File: config.mk
export PLATFORM = sky130hd
export DESIGN_NAME = unique_pair_binding_table
export DESIGN_NICKNAME = d
export VERILOG_FILES = /design/src/rtl/core/upbt_pkg.sv /design/src/rtl/core/upbt_cell.sv /design/src/rtl/core/unique_pair_binding_table.sv
export VERILOG_INCLUDE_DIRS = /design/src /design/src/rtl/core
export SDC_FILE = /design/constraint.sdc
export NUM_CORES = 2
export LEC_CHECK = 0
export ABC_AREA = 1
export BUFFER_PORTS_ARGS = -buffer_cell sky130_fd_sc_hd__buf_2
export CAP_MARGIN = 20
export CORE_AREA = 2 2 540 542
export DETAILED_ROUTE_END_ITERATION = 6
export DIE_AREA = 0 0 542 544
export PLACE_DENSITY = 0.62
export SLEW_MARGIN = 40
export SYNTH_ARGS = -nofsm -noshare
export SYNTH_HDL_FRONTEND = slang
export SYNTH_SLANG_ARGS = --single-unit
File: constraint.sdc
create_clock -name clk -period 29.3 [get_ports clk]
set_clock_uncertainty 0.15 [all_clocks]
set_input_delay 2.93 -clock clk [delete_from_list [all_inputs] [get_ports clk]]
set_output_delay 2.93 -clock clk [all_outputs]
set_load 0.05 [all_outputs]
File: src/rtl/core/unique_pair_binding_table_defines.svh
// Assertion macros shared by the binding table RTL.
// Each macro expects signals named clk and rst in the enclosing module.
`ifndef UNIQUE_PAIR_BINDING_TABLE_DEFINES_SVH
`define UNIQUE_PAIR_BINDING_TABLE_DEFINES_SVH

// Same-cycle implication, disabled while reset is high.
`define UPBT_ASSERT(lbl, ante, cons, msg) \
  lbl: assert property (@(posedge clk) disable iff (rst) (ante) |-> (cons)) \
    else $error(msg);

// Next-cycle implication, disabled while reset is high.
`define UPBT_ASSERT_NEXT(lbl, ante, cons, msg) \
  lbl: assert property (@(posedge clk) disable iff (rst) (ante) |=> (cons)) \
    else $error(msg);

`endif

File: src/rtl/core/upbt_pkg.sv
// ----------------------------------------------------------------------------
// upbt_pkg
// Shared constants, codes, types and the key trimming function of the table.
// ----------------------------------------------------------------------------
`timescale 1ns / 1ps
`default_nettype none

package upbt_pkg;

  localparam int ENTRIES   = 16;
  localparam int KEY_BYTES = 7;
  localparam int KEY_W     = KEY_BYTES * 8;
  localparam int ADDR_W    = 16;
  localparam int CNT_W     = $clog2(ENTRIES + 1);
  localparam int OP_W      = 2;
  localparam int ST_W      = 2;

  localparam logic [OP_W-1:0] OP_LOOKUP = 2'd0;
  localparam logic [OP_W-1:0] OP_RECORD = 2'd1;
  localparam logic [OP_W-1:0] OP_FORGET = 2'd2;

  localparam logic [ST_W-1:0] ST_OK       = 2'd0;
  localparam logic [ST_W-1:0] ST_INVALID  = 2'd1;
  localparam logic [ST_W-1:0] ST_NOSPACE  = 2'd2;
  localparam logic [ST_W-1:0] ST_NOTFOUND = 2'd3;

  // Command held steady for the whole item; the flags are already qualified
  // by argument checks, so a cell only acts when its flag is set.
  typedef struct packed {
    logic              lookup;
    logic              record;
    logic              forget;
    logic [ADDR_W-1:0] addr;
    logic [KEY_W-1:0]  key;
  } cmd_t;

  // Token that walks the row of cells, one cell per cycle.
  typedef struct packed {
    logic             valid;
    logic             pass2;
    logic             hit;
    logic             claimed;
    logic [CNT_W-1:0] evicts;
    logic [KEY_W-1:0] key;
  } tok_t;

  // Keep the bytes of the key up to, not including, its first zero byte.
  function automatic logic [KEY_W-1:0] norm_key(input logic [KEY_W-1:0] k);
    logic             alive;
    logic [KEY_W-1:0] r;
    alive = 1'b1;
    r     = '0;
    for (int i = 0; i < KEY_BYTES; i++) begin
      if (k[8*i +: 8] == 8'd0) begin
        alive = 1'b0;
      end
      if (alive) begin
        r[8*i +: 8] = k[8*i +: 8];
      end
    end
    return r;
  endfunction

endpackage

`default_nettype wire

File: src/rtl/core/upbt_cell.sv
// ----------------------------------------------------------------------------
// upbt_cell
// One table entry; updates itself as the token passes and forwards it.
// ----------------------------------------------------------------------------
`timescale 1ns / 1ps
`default_nettype none

module upbt_cell import upbt_pkg::*; (
  input  logic clk,
  input  logic rst,
  input  cmd_t cmd,
  input  tok_t tok_in,
  output tok_t tok_out
);

  logic [ADDR_W-1:0] addr;
  logic [ADDR_W-1:0] addr_next;
  logic [KEY_W-1:0]  key;
  logic [KEY_W-1:0]  key_next;
  tok_t              tok_next;
  logic              occ;
  logic              match;
  logic              same_key;

  assign occ      = (addr != '0);
  assign match    = occ && (addr == cmd.addr);
  assign same_key = (key == cmd.key);

  // The first pass does lookups, evictions and forgets and notes whether the
  // address is bound anywhere; the second pass places a recorded binding.
  always_comb begin
    addr_next = addr;
    key_next  = key;
    tok_next  = tok_in;
    if (tok_in.valid) begin
      if (!tok_in.pass2) begin
        if (cmd.lookup && match && !tok_in.hit) begin
          tok_next.hit = 1'b1;
          tok_next.key = key;
        end
        if (cmd.record) begin
          if (match) begin
            tok_next.hit = 1'b1;
          end else if (occ && same_key) begin
            addr_next       = '0;
            tok_next.evicts = tok_in.evicts + CNT_W'(1);
          end
        end
        if (cmd.forget && match && !tok_in.hit) begin
          addr_next    = '0;
          tok_next.hit = 1'b1;
        end
      end else if (cmd.record) begin
        if (tok_in.hit) begin
          if (match) begin
            key_next = cmd.key;
          end
        end else if (!tok_in.claimed && !occ) begin
          addr_next        = cmd.addr;
          key_next         = cmd.key;
          tok_next.claimed = 1'b1;
        end
      end
    end
  end

  always_ff @(posedge clk) begin
    if (rst) begin
      addr    <= '0;
      tok_out <= '0;
    end else begin
      addr    <= addr_next;
      tok_out <= tok_next;
    end
  end

  // The key is only read behind a nonzero address, so it needs no reset.
  always_ff @(posedge clk) begin
    key <= key_next;
  end

endmodule

`default_nettype wire

File: src/rtl/core/unique_pair_binding_table.sv
// ----------------------------------------------------------------------------
// unique_pair_binding_table
// One-to-one table of node addresses and short name keys, built as a row of
// entry cells that a command token walks through.
// ----------------------------------------------------------------------------
// Usage: an item enters on the input channel (in_valid/in_ready) with an
// operation, a node address and a name key. Exactly one result item leaves
// on the output channel (out_valid/out_ready) with a status, the found key
// and the number of occupied entries after the item.
// Each entry lives in its own cell. A token walks the row one cell per cycle,
// twice per item: the first pass looks up, evicts entries that hold the same
// key under another address, forgets, and learns whether the address is
// already bound; the second pass rewrites that entry or claims the first
// empty one. The result is registered once the token is back from its
// second pass, and the next item can be taken once that result has moved
// into the output register; until then the block takes no new item.
// Only one item is in flight. in_ready is high while the block is idle, also
// while a previous result still waits in the output register.
// When the receiver stalls, a finished item waits inside the block until the
// output register frees up; the output holds steady until taken.
// Synchronous reset empties every entry, zeroes the count and drops any
// pending item or result.
// ----------------------------------------------------------------------------
`timescale 1ns / 1ps
`default_nettype none

`include "unique_pair_binding_table_defines.svh"

module unique_pair_binding_table import upbt_pkg::*; (
  input  logic              clk,
  input  logic              rst,
  input  logic              in_valid,
  output logic              in_ready,
  input  logic [OP_W-1:0]   operation,
  input  logic [ADDR_W-1:0] node_address,
  input  logic [KEY_W-1:0]  name_key,
  output logic              out_valid,
  input  logic              out_ready,
  output logic [ST_W-1:0]   status,
  output logic [KEY_W-1:0]  found_key,
  output logic [CNT_W-1:0]  entry_count
);

  localparam logic [1:0] S_IDLE = 2'd0;
  localparam logic [1:0] S_RUN  = 2'd1;
  localparam logic [1:0] S_DONE = 2'd2;

  logic [1:0]       state;
  cmd_t             cmd;
  cmd_t             cmd_next;
  logic [OP_W-1:0]  op;
  tok_t             head;
  tok_t             launch;
  tok_t             relaunch;
  tok_t             link [ENTRIES+1];
  tok_t             tail;
  logic [ENTRIES:0] tok_live;
  logic [CNT_W-1:0] count;
  logic [ST_W-1:0]  res_status;
  logic [KEY_W-1:0] res_key;
  logic [CNT_W-1:0] res_count;
  logic [ST_W-1:0]  res_status_next;
  logic [KEY_W-1:0] res_key_next;
  logic [CNT_W-1:0] res_count_next;
  logic             accept;
  logic             out_free;
  logic             fill;
  logic             drop;
  logic [KEY_W-1:0] key_in;

  assign in_ready = (state == S_IDLE);
  assign accept   = in_valid && in_ready;
  assign out_free = !out_valid || out_ready;
  assign key_in   = norm_key(name_key);

  // Argument checks happen once, here; the cells only see qualified flags.
  always_comb begin
    cmd_next.addr   = node_address;
    cmd_next.key    = key_in;
    cmd_next.lookup = (operation == OP_LOOKUP) && (node_address != '0);
    cmd_next.record = (operation == OP_RECORD) && (node_address != '0) &&
                      (key_in != '0);
    cmd_next.forget = (operation == OP_FORGET) && (node_address != '0);
  end

  // A fresh token starts the first pass; the token that returns from the
  // first pass goes round again, keeping what it learned, for the second.
  always_comb begin
    launch         = '0;
    launch.valid   = 1'b1;
    relaunch       = tail;
    relaunch.pass2 = 1'b1;
  end

  assign link[0] = head;
  assign tail    = link[ENTRIES];

  for (genvar i = 0; i < ENTRIES; i++) begin : g_cell
    upbt_cell u_cell (
      .clk     (clk),
      .rst     (rst),
      .cmd     (cmd),
      .tok_in  (link[i]),
      .tok_out (link[i+1])
    );
  end

  for (genvar i = 0; i <= ENTRIES; i++) begin : g_live
    assign tok_live[i] = link[i].valid;
  end

  // Outcome of the item once the token is back from its second pass.
  assign fill = cmd.record && !tail.hit && tail.claimed;
  assign drop = cmd.forget && tail.hit;

  always_comb begin
    res_count_next = count - tail.evicts - CNT_W'(drop) + CNT_W'(fill);
    res_key_next   = '0;
    case (op)
      OP_LOOKUP: begin
        res_status_next = tail.hit ? ST_OK : ST_NOTFOUND;
        if (tail.hit) begin
          res_key_next = tail.key;
        end
      end
      OP_RECORD: begin
        if (!cmd.record) begin
          res_status_next = ST_INVALID;
        end else if (!tail.hit && !tail.claimed) begin
          res_status_next = ST_NOSPACE;
        end else begin
          res_status_next = ST_OK;
        end
      end
      OP_FORGET: begin
        res_status_next = ST_OK;
      end
      default: begin
        res_status_next = ST_INVALID;
      end
    endcase
  end

  // Control: sequencer, token head, output handshake and the entry count.
  always_ff @(posedge clk) begin
    if (rst) begin
      state     <= S_IDLE;
      head      <= '0;
      out_valid <= 1'b0;
      count     <= '0;
    end else begin
      // A new result loads the output register as soon as it is free;
      // otherwise a taken result empties it.
      if (state == S_DONE && out_free) begin
        out_valid <= 1'b1;
      end else if (out_ready) begin
        out_valid <= 1'b0;
      end
      case (state)
        S_IDLE: begin
          if (accept) begin
            head  <= launch;
            state <= S_RUN;
          end else begin
            head <= '0;
          end
        end
        S_RUN: begin
          if (tail.valid && !tail.pass2) begin
            head <= relaunch;
          end else begin
            head <= '0;
            if (tail.valid) begin
              state <= S_DONE;
            end
          end
        end
        S_DONE: begin
          head <= '0;
          if (out_free) begin
            count <= res_count;
            state <= S_IDLE;
          end
        end
        default: begin
          head  <= '0;
          state <= S_IDLE;
        end
      endcase
    end
  end

  // Payload registers.
  always_ff @(posedge clk) begin
    if (accept) begin
      cmd <= cmd_next;
      op  <= operation;
    end
    if (state == S_RUN && tail.valid && tail.pass2) begin
      res_status <= res_status_next;
      res_key    <= res_key_next;
      res_count  <= res_count_next;
    end
    if (state == S_DONE && out_free) begin
      status      <= res_status;
      found_key   <= res_key;
      entry_count <= res_count;
    end
  end

  `UPBT_ASSERT(a_count_range, 1'b1, count <= CNT_W'(ENTRIES), "entry count above table size")
  `UPBT_ASSERT(a_one_token, 1'b1, $countones(tok_live) <= 1, "more than one token in the row")
  `UPBT_ASSERT(a_idle_quiet, state == S_IDLE, $countones(tok_live) == 0, "token alive while idle")
  `UPBT_ASSERT_NEXT(a_launch, accept, head.valid && state == S_RUN, "accepted item not launched")
  `UPBT_ASSERT(a_key_clean, out_valid && status != ST_OK, found_key == '0, "key on failed item")

endmodule

`default_nettype wire

==> flow_summary.json <==
{
  "status": "finished clean",
  "initial_utilization_pct": 39.8,
  "report.final.slew_viol_count": 0,
  "cts.htree.levels": 5,
  "multi_input_area_um2": 45100,
  "drt_iter0_markers": 15000,
  "core_area_um2": 289000,
  "port_buffers": 142,
  "numCtsBuffers": 280,
  "cts_root_buf": "clkbuf_16",
  "path_max_fanout": 173,
  "synth_area_leader_cell": "edfxtp_1",
  "drive_above_1_share_pct": 6.47,
  "finalSetupViolations": 0,
  "cts_tree": "built",
  "die_area_um2": 295000,
  "netlist_instances": 15000,
  "antenna_found_initial": 35,
  "hold_buffers": 0,
  "totalWireLength_mm": 459,
  "synth_top_area_share_pct": 28.6,
  "clk_latency_ns": 0.94,
  "ys_top_cells_by_count": "nand2_1, nor2_1, inv_1, dfxtp_1, edfxtp_1",
  "critPathRequiredTime_ns": 30.00,
  "drv_cap": 0,
  "synthToLayoutAreaGrowth_pct": 11.9,
  "ys_seq_area_share_pct": 52.4,
  "dp_hpwl_mm": 326,
  "max_freq_mhz": 160,
  "seq_area_um2": 60400,
  "grt_use_met1_pct": 43.2,
  "post-cts-setup-buffers": 0,
  "fill_cells": 28600,
  "clk_pin_slew_ns": 0.06,
  "drc": 0,
  "synth_seq_cells": 2468,
  "dr.pass1.iters": 7,
  "tightest_slew_ns": 0.962,
  "wl_per_cell_um": 24.1,
  "via_per_inst": 5.25,
  "io_pins": 143,
  "met3_usage_pct": 6.27,
  "ant_nets": 0,
  "die_x_um": 542,
  "synth_area_leaders": "edfxtp_1, dfxtp_1, nand2_1, nor2_1, inv_1",
  "nets": 15100,
  "first_global_vias": 89000,
  "grt_pass1_wl_mm": 639,
  "synth_area_um2": 115000,
  "synth_fp_nets": 15100,
  "post-route-period-util_pct": 21.3,
  "final.setup.tns_ns": 0,
  "crit_type": "in -> reg",
  "ys_warn_count": 0,
  "ctsLongestPathBuffers": 4,
  "busiest_layer": "met1",
  "crit_arrival_ns": 6.94,
  "synth_cell_type_count": 49,
  "grt_overflow": 0,
  "async_flop_share_pct": 0,
  "cts_sinks": 2468,
  "synthMostInstantiatedCell": "nand2_1",
  "powerDensity_nw_per_um2": 59.5,
  "dieHeight_um": 544,
  "gr-usage-met2_pct": 42.2,
  "synth-main-ff-cell": "dfxtp_1",
  "dr_total_vias": 99800,
  "start_kind": "input pin",
  "power_leakage_uw": 0.0548,
  "rows": 198,
  "ir_drop_mv": 0.0401,
  "whs_ns": 0.264,
  "grt_max_degree": 176,
  "grt_usage_pct": 30.1,
  "place_congestion": 1.01,
  "post-route-min-period_ns": 6.25,
  "critPathCaptureType": "flip-flop",
  "hold_class": "reg -> reg",
  "syn_avg_cell_area_um2": 7.69,
  "synth-edff-count": 1099,
  "slew_headroom_pct": 35.8,
  "hold_violations": 0,
  "rsz0062_at_grt": "false",
  "ctsResizeCount": 0
}
==> through the flow <==
stage                     instance area (µm²)  power [µW]  instances  setup WS [ns]  utilization (%)
after floorplan                        115000        3960      15000          18.42                -
after global placement                 120000        4200      18500          22.32             41.3
after detailed placement               120000        4200      18500          22.18             41.4
after CTS                              129000        7670      19000          23.14             44.5
after global routing                   129000        7850      19000          23.01             44.6
final                                  129000        7670      19000          23.05             44.6
==> layout by cell type (no fill, tap or decap), types with 110 or more instances in the layout <==
cell type and instances:
a211oi_1 142, xor2_1 233, nor2_1 2831, nand3_1 418, edfxtp_1 1099, dfxtp_1 1360
a21oi_1 789, nand4_1 110, xnor2_1 293, buf_2 141, inv_1 1691, nand2_1 4139
clkbuf_16 296, o21ai_0 781, buf_4 249
==> report_power, final <==
group	internal (µW)	switching, µW	total, µW
clock network	2010	1510	3520
registers	3600	5.10	3610
logic	118	429	547
total	5730	1940	7670
==> registers in the layout, summed over array words and instances (netlist names), 2 cells and up <==
signal and cells:
g_cell.u_cell.tok_out 1040, g_cell.u_cell.key 896, g_cell.u_cell.addr 256, cmd 75, head 65, found_key 56
res_key 56, count 5, entry_count 5, res_count 5, op 2, res_status 2
state 2, status 2
==> cell families after synthesis <==
kind of cell / count (synthesis) / share of synthesized area, %
flops: 2468 / 52.4
compound gates: 1814 / 8.38
buf+inv: 2448 / 8.69
fa+ha+maj: 26 / 0.302
xor+xnor: 527 / 4.01
simple gates: 7703 / 26.2
==> final cells by class <==
cell class / instances / area share [%]
Tap cell: 3800 / 3.69
Inverter: 1742 / 5.08
Antenna cell: 14 / 0.0272
Clock buffer: 420 / 6.43
Multi-Input combinational cell: 10100 / 35.0
Timing Repair Buffer: 422 / 2.42
Clock inverter: 93 / 0.552
Sequential cell: 2468 / 46.8
==> final timing paths <==
check	from	end	slack, ns	depth (start not counted)
max	rst	g_cell[14].u_cell.tok_out[15]$_SDFF_PP0_	23.05	8
min	res_key[55]$_SDFFCE_PN0P_	found_key[55]$_DFFE_PP_	0.26	0
max reg2reg	cmd[56]$_DFFE_PP_	g_cell[7].u_cell.tok_out[11]$_SDFF_PP0_	24.17	14
min reg2reg	res_key[55]$_SDFFCE_PN0P_	found_key[55]$_DFFE_PP_	0.26	0
==> critical path: stages <==
cell and delay (ns):
clkbuf_8 0.36, inv_8 0.62, buf_12 0.54, buf_12 0.44
buf_16 0.33, buf_6 0.58, o21ai_0 0.20, a21oi_1 0.19
==> per-layer routing <==
| layer | vias to the layer above | share of wire [%] | wire [µm] |
|---|---|---|---|
| met1 | 46000 | 42 | 191000 |
| li1 | 46900 | - | - |
| met3 | 902 | 13 | 57300 |
| met4 | 10 | 6.1 | 27900 |
| met2 | 6049 | 40 | 182000 |
| met5 | - | 0.014 | 65 |
Power figures use the tool's default switching activity.
